<file path="config.mk">
export PLATFORM = sky130hd
export DESIGN_NAME = svpwm_sector_duty_top
export DESIGN_NICKNAME = d
export VERILOG_FILES = /design/src/hw/rtl/svd_pkg.sv /design/src/hw/rtl/svd_front.sv /design/src/hw/rtl/svd_place.sv /design/src/hw/rtl/svd_sat.sv /design/src/hw/rtl/svpwm_sector_duty_top.sv
export SDC_FILE = /design/constraint.sdc
export NUM_CORES = 2
export LEC_CHECK = 0
export ABC_AREA = 1
export BUFFER_PORTS_ARGS = -buffer_cell sky130_fd_sc_hd__buf_2
export CORE_MARGIN = 5
export CORE_UTILIZATION = 30
export CTS_CLUSTER_DIAMETER = 30
export CTS_CLUSTER_SIZE = 28
export DETAILED_ROUTE_END_ITERATION = 16
export RECOVER_POWER = 50
export SYNTH_ARGS = -nofsm -noshare
export SYNTH_HDL_FRONTEND = slang
export SYNTH_SLANG_ARGS = --single-unit
</file>
<file path="constraint.sdc">
create_clock -name clk -period 4.4 [get_ports clk]
set_clock_uncertainty 0.2 [all_clocks]
set_input_delay 0.88 -clock clk [delete_from_list [all_inputs] [get_ports clk]]
set_output_delay 0.88 -clock clk [all_outputs]
set_load 0.005 [all_outputs]
</file>
<file path="src/hw/rtl/svd_pkg.sv">
package svd_pkg;

    // Result codes
    typedef logic [2:0] sector_t;

    localparam sector_t SECT_0      = 3'd0;
    localparam sector_t SECT_1      = 3'd1;
    localparam sector_t SECT_2      = 3'd2;
    localparam sector_t SECT_3      = 3'd3;
    localparam sector_t SECT_4      = 3'd4;
    localparam sector_t SECT_5      = 3'd5;
    localparam sector_t SECTOR_ZERO = 3'd6;

    // Which of the three placed edges a phase takes
    typedef logic [1:0] rank_t;

    localparam rank_t RANK_BASE = 2'd0;
    localparam rank_t RANK_MID  = 2'd1;
    localparam rank_t RANK_LAST = 2'd2;

    typedef struct packed {
        rank_t a;
        rank_t b;
        rank_t c;
    } ranks_t;

    // Control that travels with each beat through the pipe
    typedef struct packed {
        logic valid;
        logic zero;
        logic high_first;
    } ctl_t;

    // Q16 constants, rounded to nearest
    localparam logic signed [18:0] Q_INV_SQRT3 = 19'sd37837;
    localparam logic signed [18:0] Q_SQRT3     = 19'sd113512;
    localparam logic signed [18:0] Q_SQRT3_2   = 19'sd56756;
    localparam logic signed [18:0] Q_ONE_HALF3 = 19'sd98304;
    localparam int               Q_SHIFT     = 16;

    // Growth of products and of the duty sums over the input width
    localparam int PROD_GROW = 19;
    localparam int SUM_GROW  = 21;

    localparam logic [15:0] DUTY_HALF = 16'd16384;
    localparam logic [15:0] DUTY_ONE  = 16'd32768;

    // Accept edge to result edge
    localparam int PIPE_LAT = 5;

endpackage

</file>
<file path="src/hw/rtl/svd_front.sv">
module svd_front #(
    parameter int VOLT_WIDTH = 16
) (
    input  logic                                              clk,
    input  logic                                              rst_n,
    input  logic                                              in_valid,
    input  logic                                              high_first,
    input  logic signed [VOLT_WIDTH-1:0]                      alpha,
    input  logic signed [VOLT_WIDTH-1:0]                      beta,
    output svd_pkg::ctl_t                                     ctl,
    output svd_pkg::sector_t                                  sector,
    output logic signed [VOLT_WIDTH+svd_pkg::PROD_GROW-1:0]   x_val,
    output logic signed [VOLT_WIDTH+svd_pkg::PROD_GROW-1:0]   y_val,
    output logic signed [VOLT_WIDTH+svd_pkg::PROD_GROW-1:0]   z_val
);
    import svd_pkg::*;

    localparam int PW = VOLT_WIDTH + PROD_GROW;

    logic signed [PW-1:0] a_ext;
    logic signed [PW-1:0] b_ext;

    // stage 1: constant products
    ctl_t                 s1_ctl_reg;
    ctl_t                 s1_ctl_next;
    logic signed [PW-1:0] s1_as_reg;
    logic signed [PW-1:0] s1_bk_reg;
    logic signed [PW-1:0] s1_bx_reg;
    logic signed [PW-1:0] s1_ay_reg;
    logic signed [PW-1:0] s1_bh_reg;

    // stage 2: sector and X/Y/Z
    ctl_t                 s2_ctl_reg;
    sector_t              s2_sector_reg;
    sector_t              s2_sector_next;
    logic signed [PW-1:0] s2_x_reg;
    logic signed [PW-1:0] s2_y_reg;
    logic signed [PW-1:0] s2_z_reg;

    logic a_neg;
    logic b_neg;
    logic bk_gt;
    logic nbk_gt;

    assign a_ext = PW'(alpha);
    assign b_ext = PW'(beta);

    always_comb
    begin
        s1_ctl_next.valid      = in_valid;
        s1_ctl_next.zero       = (alpha == '0) && (beta == '0);
        s1_ctl_next.high_first = high_first;
    end

    always_ff @(posedge clk or negedge rst_n)
    begin
        if (!rst_n)
        begin
            s1_ctl_reg <= '0;
            s2_ctl_reg <= '0;
        end
        else
        begin
            s1_ctl_reg <= s1_ctl_next;
            s2_ctl_reg <= s1_ctl_reg;
        end
    end

    always_ff @(posedge clk)
    begin
        s1_as_reg <= a_ext <<< Q_SHIFT;
        s1_bk_reg <= b_ext * PW'(Q_INV_SQRT3);
        s1_bx_reg <= b_ext * PW'(Q_SQRT3);
        s1_ay_reg <= a_ext * PW'(Q_ONE_HALF3);
        s1_bh_reg <= b_ext * PW'(Q_SQRT3_2);
    end

    // signs survive the positive scale factors
    assign a_neg  = s1_as_reg[PW-1];
    assign b_neg  = s1_bk_reg[PW-1];
    assign bk_gt  = s1_bk_reg > s1_as_reg;
    assign nbk_gt = (-s1_bk_reg) > s1_as_reg;

    always_comb
    begin
        if (!b_neg)
        begin
            if (!a_neg) s2_sector_next = bk_gt  ? SECT_1 : SECT_0;
            else        s2_sector_next = nbk_gt ? SECT_2 : SECT_1;
        end
        else
        begin
            if (!a_neg) s2_sector_next = nbk_gt ? SECT_4 : SECT_5;
            else        s2_sector_next = bk_gt  ? SECT_3 : SECT_4;
        end
    end

    always_ff @(posedge clk)
    begin
        s2_sector_reg <= s2_sector_next;
        s2_x_reg      <= s1_bx_reg;
        s2_y_reg      <= s1_bh_reg + s1_ay_reg;
        s2_z_reg      <= s1_bh_reg - s1_ay_reg;
    end

    assign ctl    = s2_ctl_reg;
    assign sector = s2_sector_reg;
    assign x_val  = s2_x_reg;
    assign y_val  = s2_y_reg;
    assign z_val  = s2_z_reg;

endmodule

</file>
<file path="src/hw/rtl/svd_place.sv">
module svd_place #(
    parameter int VOLT_WIDTH = 16
) (
    input  logic                                              clk,
    input  logic                                              rst_n,
    input  svd_pkg::ctl_t                                     ctl_in,
    input  svd_pkg::sector_t                                  sector_in,
    input  logic signed [VOLT_WIDTH+svd_pkg::PROD_GROW-1:0]   x_val,
    input  logic signed [VOLT_WIDTH+svd_pkg::PROD_GROW-1:0]   y_val,
    input  logic signed [VOLT_WIDTH+svd_pkg::PROD_GROW-1:0]   z_val,
    output svd_pkg::ctl_t                                     ctl_out,
    output svd_pkg::sector_t                                  sector_out,
    output svd_pkg::ranks_t                                   ranks,
    output logic signed [VOLT_WIDTH+svd_pkg::SUM_GROW-1:0]    t_base,
    output logic signed [VOLT_WIDTH+svd_pkg::SUM_GROW-1:0]    t_mid,
    output logic signed [VOLT_WIDTH+svd_pkg::SUM_GROW-1:0]    t_last
);
    import svd_pkg::*;

    localparam int PW = VOLT_WIDTH + PROD_GROW;
    localparam int SW = VOLT_WIDTH + SUM_GROW;
    localparam logic signed [SW-1:0] ONE = SW'(1) <<< (VOLT_WIDTH + 14);

    // stage 3: on-time select and phase order
    ctl_t                 s3_ctl_reg;
    sector_t              s3_sector_reg;
    ranks_t               s3_ranks_reg;
    ranks_t               s3_ranks_next;
    logic signed [PW-1:0] s3_d1_reg;
    logic signed [PW-1:0] s3_d1_next;
    logic signed [PW-1:0] s3_d2_reg;
    logic signed [PW-1:0] s3_d2_next;

    // stage 4: the base, mid and last on-time sums
    ctl_t                 s4_ctl_reg;
    sector_t              s4_sector_reg;
    ranks_t               s4_ranks_reg;
    logic signed [SW-1:0] s4_base_reg;
    logic signed [SW-1:0] s4_mid_reg;
    logic signed [SW-1:0] s4_last_reg;

    logic signed [SW-1:0] d1_ext;
    logic signed [SW-1:0] d2_ext;
    logic                 hf;

    assign hf = ctl_in.high_first;

    always_comb
    begin
        s3_d1_next    = '0;
        s3_d2_next    = '0;
        s3_ranks_next = '{a: RANK_BASE, b: RANK_BASE, c: RANK_BASE};
        unique case (sector_in)
            SECT_0:
            begin
                if (hf)
                begin
                    s3_d1_next = x_val;  s3_d2_next = -z_val;
                    s3_ranks_next = '{a: RANK_LAST, b: RANK_MID, c: RANK_BASE};
                end
                else
                begin
                    s3_d1_next = -z_val; s3_d2_next = x_val;
                    s3_ranks_next = '{a: RANK_BASE, b: RANK_MID, c: RANK_LAST};
                end
            end
            SECT_1:
            begin
                if (hf)
                begin
                    s3_d1_next = y_val;  s3_d2_next = z_val;
                    s3_ranks_next = '{a: RANK_MID, b: RANK_LAST, c: RANK_BASE};
                end
                else
                begin
                    s3_d1_next = z_val;  s3_d2_next = y_val;
                    s3_ranks_next = '{a: RANK_MID, b: RANK_BASE, c: RANK_LAST};
                end
            end
            SECT_2:
            begin
                if (hf)
                begin
                    s3_d1_next = -y_val; s3_d2_next = x_val;
                    s3_ranks_next = '{a: RANK_BASE, b: RANK_LAST, c: RANK_MID};
                end
                else
                begin
                    s3_d1_next = x_val;  s3_d2_next = -y_val;
                    s3_ranks_next = '{a: RANK_LAST, b: RANK_BASE, c: RANK_MID};
                end
            end
            SECT_3:
            begin
                if (hf)
                begin
                    s3_d1_next = z_val;  s3_d2_next = -x_val;
                    s3_ranks_next = '{a: RANK_BASE, b: RANK_MID, c: RANK_LAST};
                end
                else
                begin
                    s3_d1_next = -x_val; s3_d2_next = z_val;
                    s3_ranks_next = '{a: RANK_LAST, b: RANK_MID, c: RANK_BASE};
                end
            end
            SECT_4:
            begin
                if (hf)
                begin
                    s3_d1_next = -z_val; s3_d2_next = -y_val;
                    s3_ranks_next = '{a: RANK_MID, b: RANK_BASE, c: RANK_LAST};
                end
                else
                begin
                    s3_d1_next = -y_val; s3_d2_next = -z_val;
                    s3_ranks_next = '{a: RANK_MID, b: RANK_LAST, c: RANK_BASE};
                end
            end
            SECT_5:
            begin
                if (hf)
                begin
                    s3_d1_next = -x_val; s3_d2_next = y_val;
                    s3_ranks_next = '{a: RANK_LAST, b: RANK_BASE, c: RANK_MID};
                end
                else
                begin
                    s3_d1_next = y_val;  s3_d2_next = -x_val;
                    s3_ranks_next = '{a: RANK_BASE, b: RANK_LAST, c: RANK_MID};
                end
            end
            default:
            begin
                s3_d1_next    = '0;
                s3_d2_next    = '0;
                s3_ranks_next = '{a: RANK_BASE, b: RANK_BASE, c: RANK_BASE};
            end
        endcase
    end

    always_ff @(posedge clk or negedge rst_n)
    begin
        if (!rst_n)
        begin
            s3_ctl_reg <= '0;
            s4_ctl_reg <= '0;
        end
        else
        begin
            s3_ctl_reg <= ctl_in;
            s4_ctl_reg <= s3_ctl_reg;
        end
    end

    assign d1_ext = SW'(s3_d1_reg);
    assign d2_ext = SW'(s3_d2_reg);

    // base, base + 2*d1, base + 2*d1 + 2*d2 with base = one - d1 - d2
    always_ff @(posedge clk)
    begin
        s3_sector_reg <= sector_in;
        s3_ranks_reg  <= s3_ranks_next;
        s3_d1_reg     <= s3_d1_next;
        s3_d2_reg     <= s3_d2_next;

        s4_sector_reg <= s3_sector_reg;
        s4_ranks_reg  <= s3_ranks_reg;
        s4_base_reg   <= ONE - d1_ext - d2_ext;
        s4_mid_reg    <= ONE + d1_ext - d2_ext;
        s4_last_reg   <= ONE + d1_ext + d2_ext;
    end

    assign ctl_out    = s4_ctl_reg;
    assign sector_out = s4_sector_reg;
    assign ranks      = s4_ranks_reg;
    assign t_base     = s4_base_reg;
    assign t_mid      = s4_mid_reg;
    assign t_last     = s4_last_reg;

endmodule

</file>
<file path="src/hw/rtl/svd_sat.sv">
module svd_sat #(
    parameter int VOLT_WIDTH = 16
) (
    input  logic                                              clk,
    input  logic                                              rst_n,
    input  svd_pkg::ctl_t                                     ctl_in,
    input  svd_pkg::sector_t                                  sector_in,
    input  svd_pkg::ranks_t                                   ranks,
    input  logic signed [VOLT_WIDTH+svd_pkg::SUM_GROW-1:0]    t_base,
    input  logic signed [VOLT_WIDTH+svd_pkg::SUM_GROW-1:0]    t_mid,
    input  logic signed [VOLT_WIDTH+svd_pkg::SUM_GROW-1:0]    t_last,
    output logic                                              done,
    output logic [15:0]                                       duty_a,
    output logic [15:0]                                       duty_b,
    output logic [15:0]                                       duty_c,
    output svd_pkg::sector_t                                  sector_code
);
    import svd_pkg::*;

    localparam int SW = VOLT_WIDTH + SUM_GROW;
    localparam logic signed [SW-1:0] TWO  = SW'(1) <<< (VOLT_WIDTH + 15);
    localparam logic signed [SW-1:0] HALF = SW'(1) <<< (VOLT_WIDTH - 1);

    logic        done_reg;
    logic [15:0] duty_a_reg;
    logic [15:0] duty_b_reg;
    logic [15:0] duty_c_reg;
    sector_t     sector_reg;

    logic [15:0] q_base;
    logic [15:0] q_mid;
    logic [15:0] q_last;

    // clamp to [0, 2.0], round half up, drop to Q1.15
    function automatic logic [15:0] to_q15(input logic signed [SW-1:0] tw);
        logic signed [SW-1:0] c;
        logic        [SW-1:0] u;
        if (tw < 0)
            c = '0;
        else if (tw > TWO)
            c = TWO;
        else
            c = tw;
        u = unsigned'(c) + unsigned'(HALF);
        return u[VOLT_WIDTH+15:VOLT_WIDTH];
    endfunction

    function automatic logic [15:0] pick(input rank_t r, input logic [15:0] b,
                                         input logic [15:0] m, input logic [15:0] l);
        logic [15:0] v;
        case (r)
            RANK_BASE: v = b;
            RANK_MID:  v = m;
            RANK_LAST: v = l;
            default:   v = b;
        endcase
        return v;
    endfunction

    assign q_base = to_q15(t_base);
    assign q_mid  = to_q15(t_mid);
    assign q_last = to_q15(t_last);

    always_ff @(posedge clk or negedge rst_n)
    begin
        if (!rst_n)
            done_reg <= 1'b0;
        else
            done_reg <= ctl_in.valid;
    end

    always_ff @(posedge clk)
    begin
        if (ctl_in.zero)
        begin
            duty_a_reg <= DUTY_HALF;
            duty_b_reg <= DUTY_HALF;
            duty_c_reg <= DUTY_HALF;
            sector_reg <= SECTOR_ZERO;
        end
        else
        begin
            duty_a_reg <= pick(ranks.a, q_base, q_mid, q_last);
            duty_b_reg <= pick(ranks.b, q_base, q_mid, q_last);
            duty_c_reg <= pick(ranks.c, q_base, q_mid, q_last);
            sector_reg <= sector_in;
        end
    end

    assign done        = done_reg;
    assign duty_a      = duty_a_reg;
    assign duty_b      = duty_b_reg;
    assign duty_c      = duty_c_reg;
    assign sector_code = sector_reg;

endmodule

</file>
<file path="src/hw/rtl/svpwm_sector_duty_top.sv">
// Space vector PWM sector and duty unit. Give it an alpha/beta voltage
// vector (signed, VOLT_WIDTH-2 fraction bits, normalized to the bus) with a
// one-cycle start pulse and, once it has passed the pipeline, done pulses for one
// cycle with the three phase duties (unsigned Q1.15, 32768 = 1.0, saturated
// to 0..1) and the sector 0..5; a vector of exactly zero gives 0.5 on every
// phase and sector code 6. The datapath is a five-stage pipeline that takes
// a new beat on every clock, so busy never rises and start may be held high
// continuously; the result has no back-pressure, so the receiver must take
// each beat in the cycle done is high. cfg_wr_data written with cfg_wr_en
// selects high-first (1) or low-first (0) vector order; write it only while
// no beat is in flight.
module svpwm_sector_duty_top #(
    parameter int VOLT_WIDTH = 16
) (
    input  logic                         clk,
    input  logic                         rst_n,

    // configuration
    input  logic                         cfg_wr_en,
    input  logic                         cfg_wr_data,

    // command side
    input  logic                         start,
    output logic                         busy,
    input  logic signed [VOLT_WIDTH-1:0] alpha_volts,
    input  logic signed [VOLT_WIDTH-1:0] beta_volts,

    // result side
    output logic                         done,
    output logic [15:0]                  duty_a,
    output logic [15:0]                  duty_b,
    output logic [15:0]                  duty_c,
    output logic [2:0]                   sector_code
);
    import svd_pkg::*;

    localparam int PW = VOLT_WIDTH + PROD_GROW;
    localparam int SW = VOLT_WIDTH + SUM_GROW;

    logic high_first_order_reg;
    logic accept;

    ctl_t                 front_ctl;
    sector_t              front_sector;
    logic signed [PW-1:0] x_val;
    logic signed [PW-1:0] y_val;
    logic signed [PW-1:0] z_val;

    ctl_t                 place_ctl;
    sector_t              place_sector;
    ranks_t               place_ranks;
    logic signed [SW-1:0] t_base;
    logic signed [SW-1:0] t_mid;
    logic signed [SW-1:0] t_last;

    // Fully pipelined, no stall source: always ready for a beat.
    assign busy   = 1'b0;
    assign accept = start && !busy;

    always_ff @(posedge clk or negedge rst_n)
    begin
        if (!rst_n)
            high_first_order_reg <= 1'b0;
        else if (cfg_wr_en)
            high_first_order_reg <= cfg_wr_data;
    end

    // Stages 1-2: constant products, then sector and X/Y/Z.
    svd_front #(
        .VOLT_WIDTH (VOLT_WIDTH)
    ) u_front (
        .clk        (clk),
        .rst_n      (rst_n),
        .in_valid   (accept),
        .high_first (high_first_order_reg),
        .alpha      (alpha_volts),
        .beta       (beta_volts),
        .ctl        (front_ctl),
        .sector     (front_sector),
        .x_val      (x_val),
        .y_val      (y_val),
        .z_val      (z_val)
    );

    // Stages 3-4: on-time and phase-order select, then the base, mid and last sums.
    svd_place #(
        .VOLT_WIDTH (VOLT_WIDTH)
    ) u_place (
        .clk        (clk),
        .rst_n      (rst_n),
        .ctl_in     (front_ctl),
        .sector_in  (front_sector),
        .x_val      (x_val),
        .y_val      (y_val),
        .z_val      (z_val),
        .ctl_out    (place_ctl),
        .sector_out (place_sector),
        .ranks      (place_ranks),
        .t_base     (t_base),
        .t_mid      (t_mid),
        .t_last     (t_last)
    );

    // Stage 5: saturate, round, map to phases, zero-vector override.
    svd_sat #(
        .VOLT_WIDTH (VOLT_WIDTH)
    ) u_sat (
        .clk         (clk),
        .rst_n       (rst_n),
        .ctl_in      (place_ctl),
        .sector_in   (place_sector),
        .ranks       (place_ranks),
        .t_base      (t_base),
        .t_mid       (t_mid),
        .t_last      (t_last),
        .done        (done),
        .duty_a      (duty_a),
        .duty_b      (duty_b),
        .duty_c      (duty_c),
        .sector_code (sector_code)
    );

    // Every accepted beat comes out after the fixed latency, and nothing else does.
    a_latency_fwd: assert property (@(posedge clk) disable iff (!rst_n)
        accept |-> ##PIPE_LAT done)
        else $error("accepted beat did not complete on time");

    a_latency_back: assert property (@(posedge clk) disable iff (!rst_n)
        done |-> $past(accept, PIPE_LAT))
        else $error("result beat without a matching accept");

    a_duty_range: assert property (@(posedge clk) disable iff (!rst_n)
        done |-> (duty_a <= DUTY_ONE) && (duty_b <= DUTY_ONE) && (duty_c <= DUTY_ONE)
                 && (sector_code <= SECTOR_ZERO))
        else $error("duty or sector out of range");

    a_zero_vector: assert property (@(posedge clk) disable iff (!rst_n)
        (done && (sector_code == SECTOR_ZERO)) |->
            (duty_a == DUTY_HALF) && (duty_b == DUTY_HALF) && (duty_c == DUTY_HALF))
        else $error("zero vector without centered duties");

endmodule

</file>
==> impl_metrics.py <==
metrics = {
    "grt": {
        "grt_pass1_vias": 37900,
        "grt_overflow": 0,
        "grt_max_degree": 150,
        "antenna_found_initial": 2,
        "grtUsageTotal": 0.185,
        "grt_pass1_wl_mm": 203,
    },
    "clocking": {
        "cts_made_buffers": 102,
        "clock-sinks": 417,
        "clk_pin_slew_ns": 0.05,
        "clock_latency_ns": 0.69,
        "htree_levels": 3,
        "cts_root_buffer": "clkbuf_16",
        "clock_path_buffers": 3,
        "cts_tree": "built",
    },
    "layout": {
        "antenna_cells": 0,
        "most-common-layout-cells": "inv_1, nand2_1, nor2_1",
        "area_growth_syn_to_layout_pct": 28.3,
        "final_cell_area_sq_um": 50000,
        "drive_above_1_share": 0.167,
        "fillers": 13300,
        "nets": 6618,
        "largest_reg_flops": 35,
        "layout_commonest_cell": "inv_1",
    },
    "route": {
        "firstDrtPassIters": 6,
        "drc_errors": 0,
        "drt_iter0_drc": 2516,
        "ant_nets": 0,
        "drt-total-wl_mm": 129,
        "dr_total_vias": 37200,
        "routed_via_density": 4.82,
        "wl_per_cell_um": 16.7,
    },
    "yosys": {
        "synth_fa_ha_area_frac": 0.258,
        "yosysUniqueCellTypes": 65,
        "yosys.area_share.simple": 0.245,
        "syn_inst": 5429,
        "ys_ff_latch": 417,
        "synth-edff-count": 0,
        "syn_avg_cell_area_sq_um": 7.18,
        "seq_area_frac_synth": 0.216,
        "synth_compound_area_frac": 0.109,
        "syn_nets": 6159,
        "synth_top_family_by_area": "adder cells",
        "synth_warnings": 0,
        "ys.flop_type": "dfxtp_1",
        "synth_mux_area_frac": 0.000289,
        "synth_area_sq_um": 39000,
        "yosys.area_share.xor_xnor": 0.0661,
        "async_flop_share": 0.0288,
    },
    "placed_design": {
        "port-buffer-count": 88,
        "dp_hpwl_mm": 105,
        "gp_congestion": 0.959,
        "dpl-instance-area_sq_um": 44600,
    },
    "critical_path": {
        "cp-end-kind": "flip-flop",
        "r2r-end": "u_front.sector[1]",
        "r2r_cells": 23,
        "r2r_slack_ns": 0.40,
        "r2r_start": "u_front.s1_bk_reg[2]",
        "required_ns": 4.77,
        "cp_max_fo": 3,
        "criticalPathCategory": "input port to flip-flop",
        "cp-start-kind": "input port",
        "cp.arrival_ns": 5.56,
    },
    "die": {
        "fp.dieH_um": 370,
        "dieArea_sq_um": 137000,
        "row_count": 132,
        "start_util": 0.301,
        "ios": 90,
        "die_w_um": 370,
        "core_region_area_sq_um": 129000,
    },
    "timing": {
        "period_minus_slack_ns": 5.19,
        "final_max_slew_viol_count": 0,
        "rsz0062_at_grt": "true",
        "tightest_slew_ns": 1.46,
        "fmax_mhz": 193,
        "setup_viol": 42,
        "post-route-period-util": 1.18,
        "relSlewSlack": 0.0285,
        "final_hold_viol_count": 0,
        "fin_ws_ns": -0.785,
    },
    "worst_hold_path": {
        "hold-path-endpoint": "u_front.s1_ctl_reg[2]",
        "hold-path-cell-count": 1,
        "hold_path.class": "input port to flip-flop",
        "hp-start": "start",
    },
    "outcome": {
        "violations": "negative setup slack",
        "outcome": "finished with violations",
    },
    "run": {
        "drv_cap": 0,
    },
}
## per-stage QoR
step / hold WS (ns) / std cells / setup TNS (ns) / worst slack [ns] / util
floorplan: 0.110 / 5429 / -34.85 / -1.24 / -
global placement: 0.112 / 7486 / -59.52 / -1.61 / 0.345
detailed placement: 0.112 / 7486 / -61.01 / -1.64 / 0.345
CTS: 0.0564 / 7704 / -20.63 / -0.719 / 0.382
global route: 0.0680 / 7718 / -28.26 / -0.889 / 0.387
finish: 0.107 / 7718 / -22.88 / -0.785 / 0.387
## worst max-delay path, stage by stage
cell      delay (ns)
buf_8           0.10
fa_2            0.63
xor2_2          0.09
ha_1            0.29
inv_1           0.05
fa_1            0.48
inv_1           0.05
fa_1            0.46
fa_1            0.52
inv_2           0.04
fa_1            0.50
inv_2           0.05
ha_4            0.23
a21oi_2         0.13
inv_2           0.07
o21ai_2         0.13
o211ai_1        0.11
a21oi_2         0.19
inv_1           0.08
a21oi_2         0.20
o211ai_1        0.13
xor2_1          0.17
## synthesized netlist by cell type, drive strengths merged (6+ instances only)
master,number,area share
nor3,77,0.010
buf,29,0.0039
nor4,40,0.0068
xor2,233,0.052
nand3b,10,0.0019
nand4,122,0.020
clkbuf,110,0.011
nand3,424,0.055
dfxtp,405,0.21
nand2,876,0.085
o31ai,6,0.0012
o21a,12,0.0023
or2,14,0.0023
a211oi,11,0.0021
o21ai,198,0.026
a31oi,60,0.0096
xnor2,61,0.014
ha,507,0.16
a21oi,297,0.038
o221ai,9,0.0020
o21bai,26,0.0057
dfrtp,12,0.0077
inv,941,0.091
o22ai,28,0.0045
nor2,628,0.062
a21boi,14,0.0027
o211ai,26,0.0050
fa,186,0.096
a21o,21,0.0040
and3,6,0.00096
## worst max-delay path by stage
stage	from	to	slack [ns]	cells past startpoint
after global routing	beta_volts[5]	u_front.s1_bk_reg[25]	-0.89	23
after detailed placement	beta_volts[7]	u_front.s1_bk_reg[25]	-1.64	18
after global placement	beta_volts[4]	u_front.s1_bk_reg[25]	-1.61	22
final	beta_volts[5]	u_front.s1_bk_reg[29]	-0.79	22
after CTS	beta_volts[6]	u_front.s1_bk_reg[25]	-0.72	23
after floorplan	beta_volts[15]	u_front.s1_bx_reg[30]	-1.24	20
## cell type report
cell class / count / area [sq um] / area share
Inverter: 946 / 3590 / 0.0718
Sequential cell: 417 / 8410 / 0.168
Clock inverter: 73 / 885 / 0.0177
Tap cell: 1742 / 2180 / 0.0436
Clock buffer: 119 / 2750 / 0.0550
Multi-Input combinational cell: 3927 / 28400 / 0.569
Timing Repair Buffer: 494 / 3750 / 0.0750
## timing repair
item	in CTS	in global routing
pin swaps	132	114
buffers inserted	42	19
hold buffers	1	0
endpoints found under the setup margin	44	44
gates resized for setup	199	124
endpoints found under the hold margin	12	0
## kinds of logic (layout without fill, tap and decap cells)
logic type	after synthesis	in the layout
AND/OR/NAND/NOR	2202	2202
buffers and inverters	1085	1632
AO/OA/AOI/OAI	736	736
adder cells (fa/ha/maj)	693	693
flip-flops	417	417
XOR/XNOR	294	294
other	1	1
multiplexers	1	1
## metal layers
layer / wire length, um / track usage / share of wire
met5: 20 / 0 / 0.00016
met4: 6340 / 0.0848 / 0.049
met3: 6620 / 0.0283 / 0.051
met2: 62300 / 0.327 / 0.48
met1: 53600 / 0.221 / 0.42
Power is not shown: default switching activity piles up to over one toggle a cycle in this logic, so the estimate is an artifact.
